[src/sv/hst_pkg.sv]
// Shared constants, operation codes and helpers of the hourly statistics engine.
// Depends on nothing; imported by the top level.
package hst_pkg;

  // Store geometry.
  localparam int NUM_SETS      = 8;
  localparam int HOURS_PER_SET = 24;
  localparam int STORE_DEPTH   = NUM_SETS * HOURS_PER_SET;
  localparam int ADDR_W        = (STORE_DEPTH > 1) ? $clog2(STORE_DEPTH) : 1;
  localparam int SET_W         = (NUM_SETS > 1) ? $clog2(NUM_SETS) : 1;
  localparam int HOUR_W        = (HOURS_PER_SET > 1) ? $clog2(HOURS_PER_SET) : 1;
  localparam int CNT_W         = $clog2(HOURS_PER_SET + 1);

  // Quartile threshold: three quarters of the hours in a set.
  localparam int QUARTILE_COUNT = (HOURS_PER_SET * 3) / 4;

  // Byte codes.
  localparam logic [7:0] UNSET_BYTE   = 8'hff;
  localparam logic [7:0] HOUR_CURRENT = 8'hff;

  // Operation codes.
  localparam logic [3:0] F_READ   = 4'd0;
  localparam logic [3:0] F_WRITE  = 4'd1;
  localparam logic [3:0] F_SMOOTH = 4'd2;
  localparam logic [3:0] F_COUNT  = 4'd3;
  localparam logic [3:0] F_MIN    = 4'd4;
  localparam logic [3:0] F_MAX    = 4'd5;
  localparam logic [3:0] F_TOP    = 4'd6;
  localparam logic [3:0] F_BOTTOM = 4'd7;
  localparam logic [3:0] F_CLEAR  = 4'd8;

  // Register indexes and reset values.
  localparam logic       REG_SMOOTH_SHIFT   = 1'b0;
  localparam logic [2:0] SMOOTH_SHIFT_RESET = 3'd3;

  // Reduce the clock hour into the range of one set; a small constant table.
  function automatic logic [HOUR_W-1:0] hour_mod(input logic [4:0] c);
    logic [HOUR_W-1:0] r;
    r = '0;
    for (int i = 0; i < 32; i++) begin
      if (c == 5'(i)) begin
        r = HOUR_W'(i % HOURS_PER_SET);
      end
    end
    return r;
  endfunction

endpackage

[src/sv/hst_ram.sv]
// Generic single-port-write, single-port-read RAM with a registered read.
// Stand-alone; used by the top level for the sample store.
module hst_ram #(
  parameter int WIDTH = 8,
  parameter int DEPTH = 192
) (
  input  logic                                   clk,
  input  logic                                   we,
  input  logic [((DEPTH > 1) ? $clog2(DEPTH) : 1)-1:0] waddr,
  input  logic [WIDTH-1:0]                       wdata,
  input  logic [((DEPTH > 1) ? $clog2(DEPTH) : 1)-1:0] raddr,
  output logic [WIDTH-1:0]                       rdata
);

  logic [WIDTH-1:0] mem [DEPTH];

  // Write port and registered read port.
  always_ff @(posedge clk) begin
    if (we) begin
      mem[waddr] <= wdata;
    end
    rdata <= mem[raddr];
  end

endmodule

[src/sv/hourly_stats_table_engine.sv]
// Top level of the hourly statistics engine: sequencer, shared compare unit, config port.
// Depends on hst_pkg and hst_ram.
//
//   channel   | handshake              | payload
//   ----------+------------------------+-------------------------------------------------
//   request   | start / busy           | func, stats_set, hour, operand_value,
//             |                        | current_hour, random_bits
//   result    | done (one-cycle strobe)| value, flag, bad_set
//   config    | psel/penable/pwrite    | paddr, pwdata, prdata, pready
//
// A request is taken when start is high and busy is low; busy stays high until the result.
// Write, clear, unused codes and bad sets end at look-up, read at the reference check; smooth
// then calculates and writes back; count/min/max scan; quartile tests scan unless the named sample is unset.
// Scans read one sample per cycle from the store RAM.
// Reset empties the store at once through per-entry valid bits and sets smooth_shift to 3.
// The result strobe cannot be held off; the next request may be given in its cycle.
module hourly_stats_table_engine import hst_pkg::*; (
  input  logic        clk,
  input  logic        rst,
  input  logic        start,
  output logic        busy,
  input  logic [3:0]  func,
  input  logic [3:0]  stats_set,
  input  logic [7:0]  hour,
  input  logic [7:0]  operand_value,
  input  logic [4:0]  current_hour,
  input  logic [7:0]  random_bits,
  output logic        done,
  output logic [7:0]  value,
  output logic        flag,
  output logic        bad_set,
  input  logic        psel,
  input  logic        penable,
  input  logic        pwrite,
  input  logic [2:0]  paddr,
  input  logic [31:0] pwdata,
  output logic [31:0] prdata,
  output logic        pready
);

  localparam logic [2:0] S_IDLE   = 3'd0;
  localparam logic [2:0] S_LOOK   = 3'd1;
  localparam logic [2:0] S_REFCHK = 3'd2;
  localparam logic [2:0] S_CALC   = 3'd3;
  localparam logic [2:0] S_WB     = 3'd4;
  localparam logic [2:0] S_SCAN   = 3'd5;

  logic [2:0]             state;
  logic [3:0]             op_func;
  logic                   op_bad;
  logic [ADDR_W-1:0]      base;
  logic [HOUR_W-1:0]      hh;
  logic [7:0]             opv;
  logic [7:0]             rnd;
  logic [7:0]             ref_val;
  logic [15:0]            acc;
  logic [HOUR_W-1:0]      scan_idx;
  logic                   scan_issue;
  logic                   pend;
  logic [CNT_W-1:0]       cnt;
  logic [7:0]             best;
  logic                   q_done;
  logic                   q_flag;
  logic [STORE_DEPTH-1:0] vld;
  logic                   vld_q;
  logic [2:0]             smooth_shift;

  logic [HOUR_W-1:0]      now_hour;
  logic [HOUR_W-1:0]      next_hour;
  logic [HOUR_W-1:0]      hour_sel;
  logic                   req_bad;
  logic                   accept;
  logic                   cfg_write;
  logic [ADDR_W-1:0]      raddr;
  logic [ADDR_W-1:0]      waddr;
  logic                   mem_we;
  logic [7:0]             mem_wdata;
  logic [7:0]             rdata;
  logic [7:0]             samp;
  logic [7:0]             cmp_b;
  logic                   lt;
  logic                   gt;
  logic [CNT_W-1:0]       cnt_upd;
  logic [7:0]             best_upd;
  logic                   q_done_upd;
  logic                   q_flag_upd;
  logic [7:0]             round_mask;
  logic [7:0]             smooth_res;

  assign busy   = (state != S_IDLE);
  assign accept = start && !busy;
  assign pready = 1'b1;

  // Configuration register: write on the access phase, read back the shift.
  assign cfg_write = psel && penable && pwrite && pready;
  assign prdata    = (paddr[2] == REG_SMOOTH_SHIFT) ? {29'd0, smooth_shift} : 32'd0;

  always_ff @(posedge clk) begin
    if (rst) begin
      smooth_shift <= SMOOTH_SHIFT_RESET;
    end else if (cfg_write && paddr[2] == REG_SMOOTH_SHIFT) begin
      smooth_shift <= pwdata[2:0];
    end
  end

  // Hour selection: the named hour, the current hour or the next one.
  always_comb begin
    now_hour  = hour_mod(current_hour);
    next_hour = (now_hour == HOUR_W'(HOURS_PER_SET - 1)) ? '0 : now_hour + 1'b1;
    if (hour == HOUR_CURRENT) begin
      hour_sel = now_hour;
    end else if (hour >= 8'(HOURS_PER_SET)) begin
      hour_sel = next_hour;
    end else begin
      hour_sel = hour[HOUR_W-1:0];
    end
  end

  assign req_bad = (func <= F_BOTTOM) && ({1'b0, stats_set} >= 5'(NUM_SETS));

  // Store addressing; the scan walks the set, everything else uses the selected hour.
  assign raddr = (state == S_SCAN) ? base + ADDR_W'(scan_idx) : base + ADDR_W'(hh);
  assign waddr = base + ADDR_W'(hh);

  // Unwritten entries read as unset.
  assign samp = vld_q ? rdata : UNSET_BYTE;

  // Smoothing: final right shift of the accumulated sum.
  assign round_mask = (8'd1 << smooth_shift) - 8'd1;
  assign smooth_res = 8'(acc >> smooth_shift);

  // Store writes happen for write requests and the smoothing write-back.
  always_comb begin
    mem_we    = 1'b0;
    mem_wdata = opv;
    if (state == S_LOOK && !op_bad && op_func == F_WRITE) begin
      mem_we = 1'b1;
    end else if (state == S_WB) begin
      mem_we    = 1'b1;
      mem_wdata = smooth_res;
    end
  end

  hst_ram #(
    .WIDTH (8),
    .DEPTH (STORE_DEPTH)
  ) u_store (
    .clk   (clk),
    .we    (mem_we),
    .waddr (waddr),
    .wdata (mem_wdata),
    .raddr (raddr),
    .rdata (rdata)
  );

  // Shared compare unit: one magnitude compare against the operand the operation needs.
  always_comb begin
    unique case (op_func)
      F_COUNT:      cmp_b = opv;
      F_MIN, F_MAX: cmp_b = best;
      default:      cmp_b = ref_val;
    endcase
    lt = (samp < cmp_b);
    gt = (samp > cmp_b);
  end

  // Accumulator update for one scanned sample.
  always_comb begin
    cnt_upd    = cnt;
    best_upd   = best;
    q_done_upd = q_done;
    q_flag_upd = q_flag;
    unique case (op_func)
      F_COUNT: begin
        if (lt) begin
          cnt_upd = cnt + 1'b1;
        end
      end
      F_MIN: begin
        if (lt) begin
          best_upd = samp;
        end
      end
      F_MAX: begin
        if (samp != UNSET_BYTE && (best == UNSET_BYTE || gt)) begin
          best_upd = samp;
        end
      end
      F_TOP, F_BOTTOM: begin
        if (!q_done) begin
          if (samp == UNSET_BYTE) begin
            q_done_upd = 1'b1;
          end else if ((op_func == F_TOP) ? lt : gt) begin
            cnt_upd = cnt + 1'b1;
            if (cnt_upd >= CNT_W'(QUARTILE_COUNT)) begin
              q_done_upd = 1'b1;
              q_flag_upd = 1'b1;
            end
          end
        end
      end
      default: begin
      end
    endcase
  end

  // Valid bits: cleared by reset and clear-all, set by every store write.
  always_ff @(posedge clk) begin
    if (rst) begin
      vld <= '0;
    end else if (state == S_LOOK && !op_bad && op_func == F_CLEAR) begin
      vld <= '0;
    end else if (mem_we) begin
      vld[waddr] <= 1'b1;
    end
    vld_q <= vld[raddr];
  end

  // Sequencer control.
  always_ff @(posedge clk) begin
    if (rst) begin
      state <= S_IDLE;
      done  <= 1'b0;
    end else begin
      done <= 1'b0;
      unique case (state)
        S_IDLE: begin
          if (accept) begin
            state <= S_LOOK;
          end
        end
        S_LOOK: begin
          if (op_bad || op_func == F_WRITE || op_func > F_BOTTOM) begin
            state <= S_IDLE;
            done  <= 1'b1;
          end else if (op_func == F_COUNT || op_func == F_MIN || op_func == F_MAX) begin
            state <= S_SCAN;
          end else begin
            state <= S_REFCHK;
          end
        end
        S_REFCHK: begin
          if (op_func == F_SMOOTH) begin
            state <= S_CALC;
          end else if (op_func == F_READ || samp == UNSET_BYTE) begin
            state <= S_IDLE;
            done  <= 1'b1;
          end else begin
            state <= S_SCAN;
          end
        end
        S_CALC: begin
          state <= S_WB;
        end
        S_WB: begin
          state <= S_IDLE;
          done  <= 1'b1;
        end
        S_SCAN: begin
          if (pend && !scan_issue) begin
            state <= S_IDLE;
            done  <= 1'b1;
          end
        end
        default: begin
          state <= S_IDLE;
        end
      endcase
    end
  end

  // Sequencer datapath and result registers.
  always_ff @(posedge clk) begin
    unique case (state)
      S_IDLE: begin
        op_func    <= func;
        op_bad     <= req_bad;
        base       <= ADDR_W'(stats_set[SET_W-1:0]) * ADDR_W'(HOURS_PER_SET);
        hh         <= hour_sel;
        opv        <= operand_value;
        rnd        <= random_bits;
        scan_idx   <= '0;
        scan_issue <= 1'b1;
        pend       <= 1'b0;
        cnt        <= '0;
        best       <= UNSET_BYTE;
        q_done     <= 1'b0;
        q_flag     <= 1'b0;
      end
      S_LOOK: begin
        bad_set <= op_bad;
        flag    <= 1'b0;
        if (op_bad) begin
          value <= UNSET_BYTE;
        end else if (op_func == F_WRITE) begin
          value <= opv;
        end else begin
          value <= 8'd0;
        end
      end
      S_REFCHK: begin
        ref_val <= samp;
        value   <= (op_func == F_READ) ? samp : 8'd0;
        flag    <= 1'b0;
        bad_set <= 1'b0;
      end
      S_CALC: begin
        acc <= ({8'd0, ref_val} << smooth_shift) - {8'd0, ref_val} + {8'd0, opv}
               + {8'd0, rnd & round_mask};
      end
      S_WB: begin
        value   <= smooth_res;
        flag    <= 1'b0;
        bad_set <= 1'b0;
      end
      S_SCAN: begin
        if (scan_issue) begin
          scan_idx <= scan_idx + 1'b1;
          if (scan_idx == HOUR_W'(HOURS_PER_SET - 1)) begin
            scan_issue <= 1'b0;
          end
        end
        pend <= scan_issue;
        if (pend) begin
          cnt    <= cnt_upd;
          best   <= best_upd;
          q_done <= q_done_upd;
          q_flag <= q_flag_upd;
          if (!scan_issue) begin
            bad_set <= 1'b0;
            unique case (op_func)
              F_COUNT: begin
                value <= 8'(cnt_upd);
                flag  <= 1'b0;
              end
              F_MIN, F_MAX: begin
                value <= best_upd;
                flag  <= 1'b0;
              end
              default: begin
                value <= 8'd0;
                flag  <= q_flag_upd;
              end
            endcase
          end
        end
      end
      default: begin
      end
    endcase
  end

`ifndef SYNTHESIS
  // A result is only strobed once the sequencer is back in idle.
  a_done_idle: assert property (@(posedge clk) disable iff (rst)
    done |-> state == S_IDLE)
    else $error("result strobe while sequencer busy");

  // An accepted request makes the block busy on the next cycle.
  a_accept_busy: assert property (@(posedge clk) disable iff (rst)
    accept |=> busy)
    else $error("accepted request did not start the sequencer");

  // Busy only drops together with a result strobe.
  a_busy_result: assert property (@(posedge clk) disable iff (rst)
    !$past(rst) && $fell(busy) |-> done)
    else $error("request finished without a result");

  // A quartile test never reports a nonzero value for a valid set.
  a_flag_value: assert property (@(posedge clk) disable iff (rst)
    done && flag |-> value == 8'd0 && !bad_set)
    else $error("quartile result carries a value");
`endif

endmodule

[config.mk]
export PLATFORM = sky130hd
export DESIGN_NAME = hourly_stats_table_engine
export DESIGN_NICKNAME = d
export VERILOG_FILES = /design/src/sv/hst_pkg.sv /design/src/sv/hst_ram.sv /design/src/sv/hourly_stats_table_engine.sv
export SDC_FILE = /design/constraint.sdc
export NUM_CORES = 2
export LEC_CHECK = 0
export BUFFER_PORTS_ARGS = -buffer_cell sky130_fd_sc_hd__buf_4
export CORE_MARGIN = 1.5
export CORE_UTILIZATION = 50
export CTS_BUF_LIST = sky130_fd_sc_hd__clkbuf_4 sky130_fd_sc_hd__clkbuf_8
export DETAILED_ROUTE_END_ITERATION = 12
export HOLD_SLACK_MARGIN = 0.1
export PLACE_DENSITY = 0.71
export SLEW_MARGIN = 10
export SYNTH_ARGS = -nofsm -noshare
export SYNTH_HDL_FRONTEND = slang
export SYNTH_SLANG_ARGS = --single-unit
[constraint.sdc]
create_clock -name clk -period 5.26 [get_ports clk]
set_input_delay 1.052 -clock clk [delete_from_list [all_inputs] [get_ports clk]]
set_output_delay 1.052 -clock clk [all_outputs]
set_load 0.005 [all_outputs]
# After elaboration in Yosys (flattened, before gate mapping)
# Memories as Yosys holds them, arrays and structs flattened. A register that Yosys moved wholly into a read port is not among the register bits.
# Cells that the tools add are included.
# word_totals
ramBits	1536
input_bits	78
n_memories	1
out_inout_bits	45
word_cells	253
register_bits	287
# classes
n_mul	1
eq_ne	56
add_sub_neg	9
n_bitwise	3
n_shift	3
reduce_logical	40
n_mux	107
magnitude_cmp	10
# mem_list
name	depth	word_bits	rd	rd_clocked_by_memory_dff	write_ports	line	text
u_store.mem	192	8	1	1	1	hst_ram.sv:15	logic [WIDTH-1:0] mem [DEPTH];
# ops
cell	count
5-bit 2-to-1 mux	39
192-bit bitwise OR	1
8-bit 2-to-1 mux	12
5-bit == test (second input constant)	18
8-bit one-hot mux with 2 select lines	4
5-bit by 4-bit == test with 1-bit output (second input constant)	8
16-bit by 8-bit adder with 16-bit output	2
8-bit one-hot mux with 4 select lines	1
1-bit 2-to-1 mux	31
5-bit one-hot mux with 2 select lines	3
8-bit == test (second input constant)	3
3-bit 2-to-1 mux	7
5-bit by 3-bit == test with 1-bit output (second input constant)	4
8-bit by 9-bit less-than comparator with 1-bit output (second input constant)	2
8-bit by 5-bit adder with 8-bit output	2
4-bit by 3-bit == test with 1-bit output (second input constant)	4
8-bit by 3-bit << shifter with 16-bit output	1
16-bit by 3-bit >> shifter with 8-bit output	1
16-bit by 8-bit subtractor with 16-bit output	1
5-bit by 1-bit adder with 5-bit output (second input constant)	3
3-bit one-hot mux with 5 select lines	1
3-bit AND reduction	4
1-bit logical AND	11
5-bit by 2-bit == test with 1-bit output (second input constant)	2
38 further kinds	64

# Logic depth before layout (Yosys ltp)
# depth
word_depth	36
mapped_depth	20
mapped_depth_nobuf	16

# Hierarchy
# Synthesis repeated with hierarchy kept, for this count alone.
# hier_totals
cells_unflattened	4600
area_unflattened_um2	75178.4
# modules_own_cells
mod	seq_area_each_um2	n_inst	cells_each	area_each_um2
hst_ram	46284.4	1	2818	59930.0
hourly_stats_table_engine	6556.3	1	1782	15248.4

# Worst setup path after synthesis
# No wires, ideal clock.
# synth_timing
path_kind	register to register
from	reg smooth_shift[1]
to	reg acc[13] (data pin)
setup_ps	257
period_less_slack_ps	4688
path_stages_with_launch	20
required_ps	5003
arrival_time_ps	4430
path_buffers	4
path_slack_ps	572
cell_sequence	dfxtp_1 > clkbuf_1 > buf_1 > buf_2 > buf_2 > a211oi_1 > a21oi_1 > nand2b_1 > fa_1 > inv_1 > fa_1 > ha_1 > nor2b_1 > o21ai_0 > a21boi_0 > o21ai_0 > a21oi_1 > a41o_1 > o41a_1 > xor2_1
# synth_via
elab_chain_len	4
word_cells_on_any_way	7
classes_between	4 x add/sub; 2 x shift; 1 x bitwise
# synth_lines
element	line	text
start, declared	hourly_stats_table_engine.sv:66	logic [2:0] smooth_shift;
start signal, assigned	hourly_stats_table_engine.sv:102	smooth_shift <= pwdata[2:0];
8-bit by 3-bit << shifter with 16-bit output / 1-bit by 3-bit << shifter with 8-bit output (equally long branches)	hourly_stats_table_engine.sv:308, hourly_stats_table_engine.sv:129	
16-bit by 8-bit subtractor with 16-bit output / 8-bit by 1-bit subtractor with 8-bit output (equally long branches)	hourly_stats_table_engine.sv:308, hourly_stats_table_engine.sv:129	
16-bit by 8-bit adder with 16-bit output / 8-bit AND (equally long branches)	hourly_stats_table_engine.sv:308, hourly_stats_table_engine.sv:309	
16-bit by 8-bit adder with 16-bit output *	hourly_stats_table_engine.sv:309	+ {8'd0, rnd & round_mask};
end signal, assigned	hourly_stats_table_engine.sv:308	acc <= ({8'd0, ref_val} << smooth_shift) - {8'd0, ref_val} + {8'd0, opv}
end, declared	hourly_stats_table_engine.sv:56	logic [15:0] acc;
# Every way passes the cells marked *; elsewhere a longest branch is shown, timed or not.
# A chain may end at the register's enable or synchronous reset.

# Worst setup path in the final report
# layout_timing
from	reg state[0]
to	reg u_store.rdata[1] (read register of u_store.mem)
# layout_via
elab_chain_len	2
# layout_lines
element	line	text
start, declared	hourly_stats_table_engine.sv:48	logic [2:0] state;
start signal, assigned	hourly_stats_table_engine.sv:222	state <= S_IDLE;
start signal, assigned	hourly_stats_table_engine.sv:229	state <= S_LOOK;
start signal, assigned	hourly_stats_table_engine.sv:234	state <= S_IDLE;
3-bit == test	hourly_stats_table_engine.sv:122	assign raddr = (state == S_SCAN) ? base + ADDR_W'(scan_idx) : base + ADDR_W'(hh);
8-bit 2-to-1 mux	hourly_stats_table_engine.sv:122	
end, declared	hst_ram.sv:12	output logic [WIDTH-1:0] rdata
# No other way between the ends.

==> results by group <==
Yosys
  • Top FF cell, synth: edfxtp_1
  • Yosys warnings: 0
  • Post-synth top area cell: edfxtp_1
  • Synth Instances: 6,090
  • Largest family of logic cells by synthesized area: simple AND/OR/NAND/NOR gates
  • Synth Area in Simple Gates: 0.142
  • Area fraction of the dominant cell type after synthesis: 0.637
  • Post-Syn Area: 76,500 sq um
  • EDFF count, synth: 1,621
  • Post-synthesis mux area share: 0.0381
  • Async SR Flop Fraction: 0
  • Mean Syn Cell Area: 12.6 sq um
  • Largest cells by area after synthesis: edfxtp_1 64%, nand2_1 6.4%, dfxtp_1 5.4%, nand3_1 4.5%, mux2i_1 3.5%
  • Synth Area in Adders: 0.0114
  • Seq/Total Area, Yosys: 0.691
  • XOR/XNOR Fraction of Synth Area: 0.00275
  • Flops & latches, synth: 1,829
  • Post-synthesis compound-gate area fraction: 0.0796
  • Netlist cell types: 78

Finish
  • Fill count: 12,100
  • Share of layout cells above drive strength 1: 0.124
  • Final nets: 6,390
  • Cell Count, Final, Fillers Out: 8,513
  • Area Overhead vs Synth: 11.8%
  • Commonest non-fill, non-tap cells in the layout: 1,621 x edfxtp_1, 1,298 x nand2_1, 685 x nand3_1
  • Commonest non-fill, non-tap cell in the layout: edfxtp_1

Clock tree
  • Hold-fix buffers, CTS: 0
  • Longest Clk Path Bufs: 4
  • TritonCTS clock tree: done
  • Clock transition at the registers of the reported paths: 0.06 ns
  • # clock sinks: 1,829
  • H-Tree Depth: 5
  • Post-CTS setup buffer count: 0
  • CTS Buf Count: 307
  • Root buffer selected by CTS: clkbuf_8
  • CTS resizes: 0
  • Skew-Pair Late Insertion Delay: 1.02 ns

Worst setup path
  • Crit path from: state[0]$_SDFFE_PP0P_
  • WP data arrival: 5.48 ns
  • Critical-path cell list: and3b_1 > mux2_8 > a211oi_1 > a311oi_1 > nor4_1 > o22ai_1 > a221oi_1 > o2111ai_1
  • Crit Reg-Reg Endpoint: u_store.rdata[1]$_DFF_P_
  • Reg2reg start: state[0]$_SDFFE_PP0P_
  • CP max stage delay: 0.74 ns
  • CP bufs+invs: 0
  • Reg2Reg Depth: 8
  • CP Depth: 8
  • Worst EP required: 6.10 ns
  • CP max stage cell: and3b_1
  • Max FO, Critical Path: 87
  • Cell family with most CP delay: compound AO/OA/AOI/OAI gates
  • CP endpoint kind: flop
  • R2R Setup Slk: 0.62 ns
  • Crit path launch type: flop
  • Crit Path Class: flop to flop

Timing
  • Final Hold Viols: 0
  • Fin. max-slew vios: 0
  • Worst-margin pin slew: 1.18 ns
  • Final worst path period share: 0.882
  • F_max: 216 MHz
  • Worst Skew: 0.0832 ns
  • RSZ-0062 raised after global routing: false
  • Setup_tns: 0 ns
  • Final min period: 4.64 ns
  • Final setup viols: 0
  • Max_slew headroom: 0.211

Floorplanning
  • # rows: 143
  • I/O pin cnt: 123
  • Die Span Y: 394 um
  • Die area: 155,000 sq um
  • Core area: 152,000 sq um
  • Starting density of the core: 0.503
  • Die width: 394 um

Detailed routing
  • Vias per inst: 6.08
  • Overall routed net length: 214 mm
  • Pre-antenna DRT Iters: 9
  • DR iter-0 viols: 6,845
  • Via Count: 51,700
  • Routed length per placed instance: 25.2 um
  • DRT antenna net count: 0
  • DRC viols: 0

Global routing
  • Vias in the first global route: 49,200
  • Grt ovf: 0
  • First-pass GRT wire length: 317 mm
  • Largest net degree at the start of global routing: 193
  • Total Routing Usage GR: 0.271
  • Initial antenna violation count: 7

Hold path
  • Worst hold path depth: 1
  • Hold Startpoint: operand_value[3]
  • End of the worst hold path: opv[3]$_DFFE_PP_
  • Hold crit path type: input port to flop

Pwr
  • Switching pwr: 10.3 mW
  • P_int: 24.9 mW
  • Pwr Density: 413 nW/um^2
  • Clk pwr share: 0.354
  • Seq pwr share: 0.467
  • Pleak: 29.8 nW
  • Switch share: 0.293
  • Worst VDD drop: 315 uV
  • Overall power: 35.3 mW
  • Combinational share of power: 0.178

Run status
  • Status: finished clean

Place
  • HPWL after DPL: 132 mm
  • I/O Buffers: 60
  • GP Congestion: 0.935
  • Inst Count DP: 7,975

Run
  • Max-cap viol count: 0
==> power by group through the flow <==
stage	combinational, mW	clock, mW	sequential [mW]
floorplan	3.61	0	16.7
global route	6.59	13.2	16.5
CTS	6.13	12.6	16.5
finish	6.29	12.5	16.5
detailed placement	6.11	0	16.8
global placement	6.02	0	16.8
==> state kept, by name, indices dropped and copies added (netlist names), 3 cells and up <==
| register | flops |
|---|---|
| opv | 8 |
| vld | 192 |
| ref_val | 8 |
| acc | 15 |
| best | 8 |
| scan_idx | 5 |
| base | 5 |
| u_store.rdata | 8 |
| hh | 5 |
| state | 3 |
| u_store.mem | 1536 |
| value | 8 |
| cnt | 5 |
| op_func | 4 |
| rnd | 7 |
| smooth_shift | 3 |
==> metrics by stage <==
| step | utilization | hold slack, ns | cell area (sq um) | worst slack [ns] |
|---|---|---|---|---|
| after floorplan | - | 0.440 | 76600 | 0.572 |
| after global placement | 0.523 | 0.445 | 79500 | 0.836 |
| after detailed placement | 0.523 | 0.452 | 79500 | 0.800 |
| after CTS | 0.563 | 0.149 | 85500 | 0.791 |
| after global routing | 0.563 | 0.185 | 85500 | 0.403 |
| final | 0.563 | 0.231 | 85500 | 0.623 |
==> cells by family (layout without fill, tap and decap cells) <==
family / Yosys count / after routing
multiplexers: 282 / 282
flip-flops: 1829 / 1829
AO/OA/AOI/OAI: 825 / 825
XOR/XNOR: 24 / 24
buffers and inverters: 569 / 926
other: 2 / 38
AND/OR/NAND/NOR: 2501 / 2501
adder cells (fa/ha/maj): 58 / 58
==> per-layer routing <==
layer  vias to the layer above  track usage  wire (um)  share of wire
li1                      22800            -          -              -
met1                     25500        0.369      83000           0.39
met2                      2913        0.417      98400           0.46
met3                       586       0.0592      22600           0.11
met4                         4        0.128      10200          0.048
met5                         -            0         34        0.00016
==> synthesized netlist by cell type, types with 13 or more instances <==
| cell | instances |
|---|---|
| edfxtp_1 | 1621 |
| nand2_1 | 1303 |
| nand3_1 | 685 |
| nor2_1 | 286 |
| mux2i_1 | 268 |
| dfxtp_1 | 208 |
| buf_2 | 197 |
| o21a_1 | 196 |
| a211oi_1 | 189 |
| clkbuf_1 | 140 |
| inv_1 | 132 |
| a21oi_1 | 107 |
| a32oi_1 | 77 |
| nand4_1 | 70 |
| a311oi_1 | 68 |
| buf_4 | 64 |
| nor4_1 | 40 |
| o21ai_0 | 40 |
| ha_1 | 39 |
| o22ai_1 | 28 |
| nor2b_1 | 27 |
| buf_1 | 24 |
| nor3_1 | 20 |
| fa_1 | 19 |
| xnor2_1 | 18 |
| a21o_1 | 16 |
| nand2b_1 | 16 |
| a31oi_1 | 14 |
| and3_1 | 13 |
==> worst max path at each step <==
stage,endpoint
after floorplan,acc[13]$_DFFE_PP_
after global placement,acc[13]$_DFFE_PP_
after detailed placement,acc[14]$_DFFE_PP_
after CTS,acc[14]$_DFFE_PP_
after global routing,acc[13]$_DFFE_PP_
final,u_store.rdata[1]$_DFF_P_
==> layout make-up <==
type | count | area [sq um] | share of cell area
inverter | 132 | 495 | 0.00580
tap | 2030 | 2540 | 0.0297
sequential | 1829 | 52800 | 0.618
timing repair buffer | 263 | 2390 | 0.0279
clock inverter | 78 | 497 | 0.00581
clock buffer | 453 | 5510 | 0.0644
antenna | 7 | 17.5 | 0.000205
multi-input combinational | 3721 | 21200 | 0.248
==> worst register-to-register path: cells and delay by family (launching register included) <==
| family | cells | cell delay, ns |
|---|---|---|
| simple gates | 2 | 1.45 |
| compound gates | 5 | 1.82 |
| mux | 1 | 0.67 |
| flops | 1 | 0.54 |
Power figures use the tool's default switching activity.
